File: config.mk
export PLATFORM = sky130hd
export DESIGN_NAME = websocket_frame_deframer_unmask_top
export DESIGN_NICKNAME = d
export VERILOG_FILES = /design/src/rtl/wsd_pkg.sv /design/src/rtl/wsd_front.sv /design/src/rtl/wsd_queue.sv /design/src/rtl/wsd_back.sv /design/src/rtl/websocket_frame_deframer_unmask_top.sv
export VERILOG_INCLUDE_DIRS = /design/src /design/src/rtl
export SDC_FILE = /design/constraint.sdc
export NUM_CORES = 1
export LEC_CHECK = 0
export BUFFER_PORTS_ARGS = -buffer_cell sky130_fd_sc_hd__buf_4
export CAP_MARGIN = 20
export CORE_MARGIN = 4
export CORE_UTILIZATION = 35
export CTS_BUF_LIST = sky130_fd_sc_hd__clkbuf_16
export DETAILED_ROUTE_END_ITERATION = 7
export SLEW_MARGIN = 10
export SYNTH_ARGS = -nofsm -noshare
export SYNTH_HDL_FRONTEND = slang
export SYNTH_SLANG_ARGS = --single-unit
File: constraint.sdc
create_clock -name clk -period 4.2 [get_ports clk]
set_clock_uncertainty 0.1 [all_clocks]
set_input_delay 0 -clock clk [delete_from_list [all_inputs] [get_ports clk]]
set_output_delay 0 -clock clk [all_outputs]
set_load 0.02 [all_outputs]
File: src/rtl/assert_macros.svh
`ifndef ASSERT_MACROS_SVH
`define ASSERT_MACROS_SVH

// Checked property on a clock with a synchronous reset that masks it.
`define WSD_ASSERT(lbl, ck, rs, prop, msg) \
  lbl: assert property (@(posedge ck) disable iff (rs) prop) else $error(msg);

// Checked property that also holds during reset.
`define WSD_ASSERT_ALWAYS(lbl, ck, prop, msg) \
  lbl: assert property (@(posedge ck) prop) else $error(msg);

`endif

File: src/rtl/wsd_pkg.sv
`default_nettype none

package wsd_pkg;

  localparam logic [3:0] OP_CLOSE  = 4'h8;
  localparam logic [6:0] LEN_EXT16 = 7'd126;
  localparam logic [6:0] LEN_EXT64 = 7'd127;

  typedef enum logic [1:0] {
    EV_PAYLOAD     = 2'd0,
    EV_EMPTY       = 2'd1,
    EV_CLOSE       = 2'd2,
    EV_UNSUPPORTED = 2'd3
  } ev_kind_t;

  typedef enum logic [2:0] {
    PH_IDLE    = 3'd0,
    PH_HDR1    = 3'd1,
    PH_EXTLEN  = 3'd2,
    PH_MASK    = 3'd3,
    PH_PAYLOAD = 3'd4,
    PH_DROP    = 3'd5,
    PH_DONE    = 3'd6
  } phase_t;

  // One classified beat handed from the parser to the output side.
  typedef struct packed {
    ev_kind_t    kind;
    logic [7:0]  data;
    logic [7:0]  key;
    logic        last;
    logic [3:0]  opcode;
    logic        fin;
  } wsd_cmd_t;

endpackage

`default_nettype wire

File: src/rtl/wsd_front.sv
`default_nettype none

`include "assert_macros.svh"

module wsd_front (
  input  wire logic            clk,
  input  wire logic            rst,
  input  wire logic            fire,
  input  wire logic [7:0]      rx_byte,
  input  wire logic            chunk_start,
  output logic                 push,
  output wsd_pkg::wsd_cmd_t    cmd
);

  wsd_pkg::phase_t phase, phase_next;
  logic [1:0]  hdr_idx, hdr_idx_next;
  logic [3:0]  opcode, opcode_next;
  logic        fin, fin_next;
  logic        masked, masked_next;
  logic [15:0] plen, plen_next;
  logic [15:0] done_cnt, done_cnt_next;
  logic [31:0] key, key_next;

  logic [15:0] done_inc;
  logic [7:0]  key_byte;
  logic        emit;

  assign done_inc = done_cnt + 16'd1;

  always_comb begin
    unique case (done_cnt[1:0])
      2'd0:    key_byte = key[31:24];
      2'd1:    key_byte = key[23:16];
      2'd2:    key_byte = key[15:8];
      default: key_byte = key[7:0];
    endcase
  end

  // Next state
  always_comb begin
    phase_next    = phase;
    hdr_idx_next  = hdr_idx;
    opcode_next   = opcode;
    fin_next      = fin;
    masked_next   = masked;
    plen_next     = plen;
    done_cnt_next = done_cnt;
    key_next      = key;
    if (chunk_start) begin
      fin_next      = rx_byte[7];
      opcode_next   = rx_byte[3:0];
      masked_next   = 1'b0;
      plen_next     = 16'd0;
      done_cnt_next = 16'd0;
      key_next      = 32'd0;
      hdr_idx_next  = 2'd0;
      phase_next    = (rx_byte[3:0] == wsd_pkg::OP_CLOSE) ? wsd_pkg::PH_DONE
                                                          : wsd_pkg::PH_HDR1;
    end else begin
      unique case (phase)
        wsd_pkg::PH_HDR1: begin
          masked_next = rx_byte[7];
          if (rx_byte[6:0] == wsd_pkg::LEN_EXT64) begin
            phase_next = wsd_pkg::PH_DONE;
          end else if (rx_byte[6:0] == wsd_pkg::LEN_EXT16) begin
            plen_next    = 16'd0;
            hdr_idx_next = 2'd0;
            phase_next   = wsd_pkg::PH_EXTLEN;
          end else begin
            plen_next    = {9'd0, rx_byte[6:0]};
            hdr_idx_next = 2'd0;
            if (rx_byte[7])                  phase_next = wsd_pkg::PH_MASK;
            else if (rx_byte[6:0] == 7'd0)   phase_next = wsd_pkg::PH_DONE;
            else                             phase_next = wsd_pkg::PH_DROP;
          end
        end
        wsd_pkg::PH_EXTLEN: begin
          plen_next    = {plen[7:0], rx_byte};
          hdr_idx_next = hdr_idx + 2'd1;
          if (hdr_idx == 2'd1) begin
            hdr_idx_next = 2'd0;
            if (masked)                        phase_next = wsd_pkg::PH_MASK;
            else if ({plen[7:0], rx_byte} == 16'd0) phase_next = wsd_pkg::PH_DONE;
            else                               phase_next = wsd_pkg::PH_DROP;
          end
        end
        wsd_pkg::PH_MASK: begin
          key_next     = {key[23:0], rx_byte};
          hdr_idx_next = hdr_idx + 2'd1;
          if (hdr_idx == 2'd3) begin
            done_cnt_next = 16'd0;
            phase_next    = (plen == 16'd0) ? wsd_pkg::PH_DONE : wsd_pkg::PH_PAYLOAD;
          end
        end
        wsd_pkg::PH_PAYLOAD, wsd_pkg::PH_DROP: begin
          done_cnt_next = done_inc;
          if (done_inc == plen) phase_next = wsd_pkg::PH_DONE;
        end
        default: ;
      endcase
    end
  end

  // Outputs
  always_comb begin
    emit        = 1'b0;
    cmd.kind    = wsd_pkg::EV_PAYLOAD;
    cmd.data    = 8'd0;
    cmd.key     = 8'd0;
    cmd.last    = 1'b1;
    cmd.opcode  = opcode_next;
    cmd.fin     = fin_next;
    if (chunk_start) begin
      if (rx_byte[3:0] == wsd_pkg::OP_CLOSE) begin
        emit     = 1'b1;
        cmd.kind = wsd_pkg::EV_CLOSE;
      end
    end else begin
      unique case (phase)
        wsd_pkg::PH_HDR1: begin
          if (rx_byte[6:0] == wsd_pkg::LEN_EXT64) begin
            emit     = 1'b1;
            cmd.kind = wsd_pkg::EV_UNSUPPORTED;
          end
        end
        wsd_pkg::PH_MASK: begin
          if (hdr_idx == 2'd3 && plen == 16'd0) begin
            emit     = 1'b1;
            cmd.kind = wsd_pkg::EV_EMPTY;
          end
        end
        wsd_pkg::PH_PAYLOAD: begin
          emit     = 1'b1;
          cmd.data = rx_byte;
          cmd.key  = key_byte;
          cmd.last = (done_inc == plen);
        end
        default: ;
      endcase
    end
  end

  assign push = fire & emit;

  always_ff @(posedge clk) begin
    if (rst) begin
      phase    <= wsd_pkg::PH_IDLE;
      hdr_idx  <= 2'd0;
      opcode   <= 4'd0;
      fin      <= 1'b0;
      masked   <= 1'b0;
      plen     <= 16'd0;
      done_cnt <= 16'd0;
      key      <= 32'd0;
    end else if (fire) begin
      phase    <= phase_next;
      hdr_idx  <= hdr_idx_next;
      opcode   <= opcode_next;
      fin      <= fin_next;
      masked   <= masked_next;
      plen     <= plen_next;
      done_cnt <= done_cnt_next;
      key      <= key_next;
    end
  end

  `WSD_ASSERT(a_idle_silent, clk, rst, fire && !chunk_start && (phase == wsd_pkg::PH_IDLE || phase == wsd_pkg::PH_DONE) |-> !push, "beat pushed while idle")
  `WSD_ASSERT(a_close_done, clk, rst, push && cmd.kind == wsd_pkg::EV_CLOSE |=> phase == wsd_pkg::PH_DONE, "close did not end frame")
  `WSD_ASSERT(a_last_ends, clk, rst, push && cmd.last |=> phase == wsd_pkg::PH_DONE, "last result without frame end")

endmodule

`default_nettype wire

File: src/rtl/wsd_queue.sv
`default_nettype none

`include "assert_macros.svh"

module wsd_queue #(
  parameter int DEPTH = 4
) (
  input  wire logic              clk,
  input  wire logic              rst,
  input  wire logic              push,
  input  wire wsd_pkg::wsd_cmd_t wr_data,
  output logic                   full,
  input  wire logic              pop,
  output logic                   rd_valid,
  output wsd_pkg::wsd_cmd_t      rd_data
);

  localparam int PTR_W = $clog2(DEPTH);
  localparam int CNT_W = $clog2(DEPTH + 1);

  wsd_pkg::wsd_cmd_t mem [DEPTH];
  logic [PTR_W-1:0]  wr_ptr, rd_ptr;
  logic [CNT_W-1:0]  count;
  logic              do_push, do_pop;

  assign full     = (count == CNT_W'(DEPTH));
  assign rd_valid = (count != '0);
  assign rd_data  = mem[rd_ptr];
  assign do_push  = push & ~full;
  assign do_pop   = pop & rd_valid;

  always_ff @(posedge clk) begin
    if (do_push) mem[wr_ptr] <= wr_data;
  end

  always_ff @(posedge clk) begin
    if (rst) begin
      wr_ptr <= '0;
      rd_ptr <= '0;
      count  <= '0;
    end else begin
      if (do_push) wr_ptr <= (wr_ptr == PTR_W'(DEPTH - 1)) ? '0 : wr_ptr + 1'b1;
      if (do_pop)  rd_ptr <= (rd_ptr == PTR_W'(DEPTH - 1)) ? '0 : rd_ptr + 1'b1;
      if (do_push && !do_pop)      count <= count + 1'b1;
      else if (do_pop && !do_push) count <= count - 1'b1;
    end
  end

  `WSD_ASSERT_ALWAYS(a_count_range, clk, rst || count <= CNT_W'(DEPTH), "queue count overflow")
  `WSD_ASSERT(a_no_push_full, clk, rst, full |-> !push, "push into full queue")

endmodule

`default_nettype wire

File: src/rtl/wsd_back.sv
`default_nettype none

`include "assert_macros.svh"

module wsd_back (
  input  wire logic              clk,
  input  wire logic              rst,
  input  wire logic              q_valid,
  input  wire wsd_pkg::wsd_cmd_t q_data,
  output logic                   pop,
  output logic                   m_valid,
  input  wire logic              m_ready,
  output logic [15:0]            m_data,
  output logic [1:0]             m_kind,
  output logic                   m_last
);

  logic [7:0] payload;
  logic [3:0] opcode;
  logic       fin;

  // Refill the output register when it is empty or being drained.
  assign pop = q_valid & (~m_valid | m_ready);

  always_ff @(posedge clk) begin
    if (rst) begin
      m_valid <= 1'b0;
    end else if (!m_valid || m_ready) begin
      m_valid <= q_valid;
    end
  end

  always_ff @(posedge clk) begin
    if (pop) begin
      payload <= q_data.data ^ q_data.key;
      m_kind  <= q_data.kind;
      m_last  <= q_data.last;
      opcode  <= q_data.opcode;
      fin     <= q_data.fin;
    end
  end

  assign m_data = {3'd0, fin, opcode, payload};

  `WSD_ASSERT(a_fill, clk, rst, q_valid && !m_valid |=> m_valid, "output register not filled")

endmodule

`default_nettype wire

File: src/rtl/websocket_frame_deframer_unmask_top.sv
// Channel   Dir  tdata                               tuser            tlast
// s_axis    in   [7:0] rx_byte                        [0] chunk_start  -
// m_axis    out  [7:0] payload, [11:8] opcode, [12]   [1:0] kind       byte_last
//                fin, [15:13] zero
//
// One beat per cycle while s_axis_tready is high; the parser classifies each byte
// in the cycle it is accepted, and results then pass the queue and output register.
// The header parser and the output register are parted by a small queue;
// s_axis_tready drops only when that queue is full under output backpressure.
// rst is synchronous, active high; it returns the parser to idle and empties
// the queue and output register.
`default_nettype none

module websocket_frame_deframer_unmask_top #(
  parameter int QUEUE_DEPTH = 4
) (
  input  wire logic        clk,
  input  wire logic        rst,
  input  wire logic        s_axis_tvalid,
  output logic             s_axis_tready,
  input  wire logic [7:0]  s_axis_tdata,   // [7:0] rx_byte
  input  wire logic        s_axis_tuser,   // [0] chunk_start
  output logic             m_axis_tvalid,
  input  wire logic        m_axis_tready,
  output logic [15:0]      m_axis_tdata,   // [7:0] payload_byte, [11:8] frame_opcode, [12] frame_fin
  output logic [1:0]       m_axis_tuser,   // [1:0] event_kind
  output logic             m_axis_tlast
);

  logic              fire, push, full, pop, q_valid;
  wsd_pkg::wsd_cmd_t cmd, q_data;

  assign s_axis_tready = ~full;
  assign fire          = s_axis_tvalid & s_axis_tready;

  wsd_front u_front (
    .clk         (clk),
    .rst         (rst),
    .fire        (fire),
    .rx_byte     (s_axis_tdata),
    .chunk_start (s_axis_tuser),
    .push        (push),
    .cmd         (cmd)
  );

  wsd_queue #(
    .DEPTH (QUEUE_DEPTH)
  ) u_queue (
    .clk      (clk),
    .rst      (rst),
    .push     (push),
    .wr_data  (cmd),
    .full     (full),
    .pop      (pop),
    .rd_valid (q_valid),
    .rd_data  (q_data)
  );

  wsd_back u_back (
    .clk     (clk),
    .rst     (rst),
    .q_valid (q_valid),
    .q_data  (q_data),
    .pop     (pop),
    .m_valid (m_axis_tvalid),
    .m_ready (m_axis_tready),
    .m_data  (m_axis_tdata),
    .m_kind  (m_axis_tuser),
    .m_last  (m_axis_tlast)
  );

endmodule

`default_nettype wire
==> flow_summary.ini <==
[outcome]
status = finished, final reports clean

[place]
place_congestion = 0.8472
port_buffers = 30
hpwlAfterDp_um = 11750
pre_cts_ws_ps = 919.9

[critical_path]
critPathArrivalTime_ps = 3550
crit_chain = or4_1 -> nor2_1 -> nand3_1 -> o21ai_1 -> o311a_1 -> ha_1 -> inv_1 -> fa_1 -> xor2_1 -> or3_1 -> a21oi_1
cp-end-kind = flop
worstSetupPathType = flop to flop
cp_max_fo = 7
slowest_delay_ps = 590
cp-start-kind = flop
required_ps = 4450
slowest_stage = or4_1

[cells_and_area]
nets = 835
num_antenna_cells = 0
seqCellArea_um2 = 5065
fillers = 2346
multi_input_area_um2 = 3460
syn_to_final_growth_pct = 14.17
drive_above_1_share = 0.1230

[synth]
muxShareOfSynthArea = 0.05778
synth_compound_area_frac = 0.1005
yosysSeqAreaShare = 0.5761
synth-edff-count = 112
synthArstFlopShare = 0
netlist_area_um2 = 8792
yosysWarnings = 0
synth_top_family_by_area = simple AND/OR/NAND/NOR gates
yosys-top-cells-count = edfxtp_1 (112), nor2_1 (91), a21oi_1 (90), dfxtp_1 (85), nand2_1 (52)
yosys.area.top_type = edfxtp_1
synth_top_area_share = 0.3825
synth_most_common_cell = edfxtp_1
synth_xor_area_frac = 0.05379
ys.flop_type = edfxtp_1
avgSynthCellArea_um2 = 11.14
synth_top_cells_by_area = edfxtp_1 (38%), dfxtp_1 (19%), a21oi_1 (5.1%)
ys_ff_latch = 197
synth_adder_area_share = 0.02078
synth-simple-area-share = 0.1577
synth_cells = 789
netlist-cell-type-count = 57

[detailed_routing]
wl_met3_um = 810
top_layer_used = met4
drc = 0
first_iter_violations = 498
wirelength_um = 17870
vias = 5827
ant_nets = 0
wl_per_cell_um = 15.61
dr_wl_met2_um = 8651
firstDrtPassIters = 5
wl_met1_um = 8137
via_per_inst = 5.089

[min_path]
min_path_type = input pin to flop

[floorplan]
coreArea_um2 = 24530
die_h_um = 166.5
rows = 57
die_w_um = 166.5
design.die.area_um2 = 27720
ios = 34
start_util = 0.3584

[clock_tree]
h-tree-depth = 4
cts_tree = done
cts_buffer_depth = 2
clock_latency_ps = 430
ctsRootBufferMaster = clkbuf_16
clock_sinks = 197
path_clk_slew_ps = 70
cts_made_buffers = 17

[timing]
final.setup.tns_ps = 0
hold_viol_final = 0
fin_ws_ps = 905.4
finalCritPeriodShare = 0.7844
min_period_ps = 3295
slew_headroom = 0.3600
fmax_ghz = 0.3035
rsz0062_at_grt = no
setup-violations-final = 0
maxSlewViolCount = 0
max_slew.worst_pin.slew_ps = 960.0

[flow_run]
cap_violations = 0

[pwr]
peakVddDrop_mv = 0.2932
p_leak_nw = 3.505
powerDensity_nw_per_um2 = 505.8

[global_routing]
grt_usage = 0.1281
antenna_found_initial = 0
overflow = 0
grt_pass1_vias = 5453
grt_max_degree = 85
grt_pass1_wl_um = 28830
==> through the flow <==
| step | power (mW) | hold WS (ps) | instance area (um^2) | cells | util |
|---|---|---|---|---|---|
| floorplan | 3.062 | 51.88 | 8800 | 791 | - |
| global placement | 3.386 | 186.0 | 9290 | 1102 | 0.3787 |
| detailed placement | 3.407 | 192.8 | 9305 | 1103 | 0.3793 |
| CTS | 5.144 | 68.96 | 10040 | 1145 | 0.4092 |
| global route | 5.313 | 92.17 | 10040 | 1145 | 0.4092 |
| finish | 5.077 | 66.70 | 10040 | 1145 | 0.4092 |
==> path summary, 6_finish.rpt <==
check | from | slack [ps] | cells past startpoint | to
min reg2reg | u_front.opcode[2]$_SDFFE_PP0P_ | 350 | 2 | u_front.opcode[2]$_SDFFE_PP0P_
min | rst | 70 | 2 | u_queue.count[1]$_SDFFE_PP0P_
max reg2reg | u_front.plen[5]$_SDFFE_PP0P_ | 910 | 11 | u_queue.count[2]$_SDFFE_PP0P_
max | u_front.plen[5]$_SDFFE_PP0P_ | 910 | 11 | u_queue.count[2]$_SDFFE_PP0P_
==> layout make-up <==
type                    instances  share of cell area
flip-flops and latches        197              0.5045
multi-input cells             526              0.3446
clock buffers                  17             0.04238
repair buffers                 52             0.04213
well taps                     324             0.04038
clock inverters                15             0.02069
inverters                      14            0.005235
==> worst max-delay path, delay by kind of cell (launching register included) <==
kind	cells	cell delay [ps]
xor+xnor	1	180
compound gates	3	680
simple gates	4	1220
buf+inv	1	60
fa+ha+maj	2	600
flops	1	360
==> state kept, by name, indices dropped and copies added, names as in the netlist, named ones only <==
signal	flops
u_front.masked	1
u_back.m_kind	2
u_front.fin	1
u_queue.wr_ptr	2
u_queue.mem	96
u_front.key	32
u_back.m_valid	1
u_front.plen	16
u_back.opcode	4
u_front.hdr_idx	2
u_back.fin	1
u_front.done_cnt	16
u_queue.count	3
u_back.m_last	1
u_front.opcode	4
u_queue.rd_ptr	2
u_front.phase	3
u_back.payload	8
==> logic make-up after synthesis <==
| family | Yosys count |
|---|---|
| other cells | 1 |
| simple gates | 274 |
| fa+ha+maj | 14 |
| xor+xnor | 54 |
| flops | 197 |
| compound gates | 151 |
| mux | 30 |
| buf+inv | 68 |
==> power breakdown <==
part	internal, mW	switching, mW	total [mW]	leakage (nW)
Combinational	0.434	0.534	0.967	1.44
Clock	0.967	0.759	1.73	0.309
Sequential	2.25	0.135	2.38	1.75
==> per-layer routing <==
metal  vias to the layer above  global-route usage
met4                         0             0.04091
met1                      2772              0.1722
met2                       142              0.2106
met3                        18             0.02465
met5                         -                   0
li1                       2895                   -
==> layout by cell type, fill, tap and decap left out, types with 14 or more instances in the layout <==
| cell | count |
|---|---|
| and2_1 | 17 |
| inv_1 | 14 |
| nand2_1 | 52 |
| a21oi_1 | 89 |
| nand3_1 | 24 |
| o21ai_0 | 21 |
| edfxtp_1 | 112 |
| dfxtp_1 | 85 |
| mux4_2 | 16 |
| xor2_1 | 42 |
| buf_4 | 41 |
| clkbuf_16 | 17 |
| nor3b_1 | 37 |
| nor2_1 | 91 |
==> repair_timing <==
action | in CTS | in global routing
resized for setup | 0 | 0
hold buffers | 10 | 0
buffers inserted | 0 | 0
endpoints found under the hold margin | 74 | 0
(Power assumes the default switching activity.)
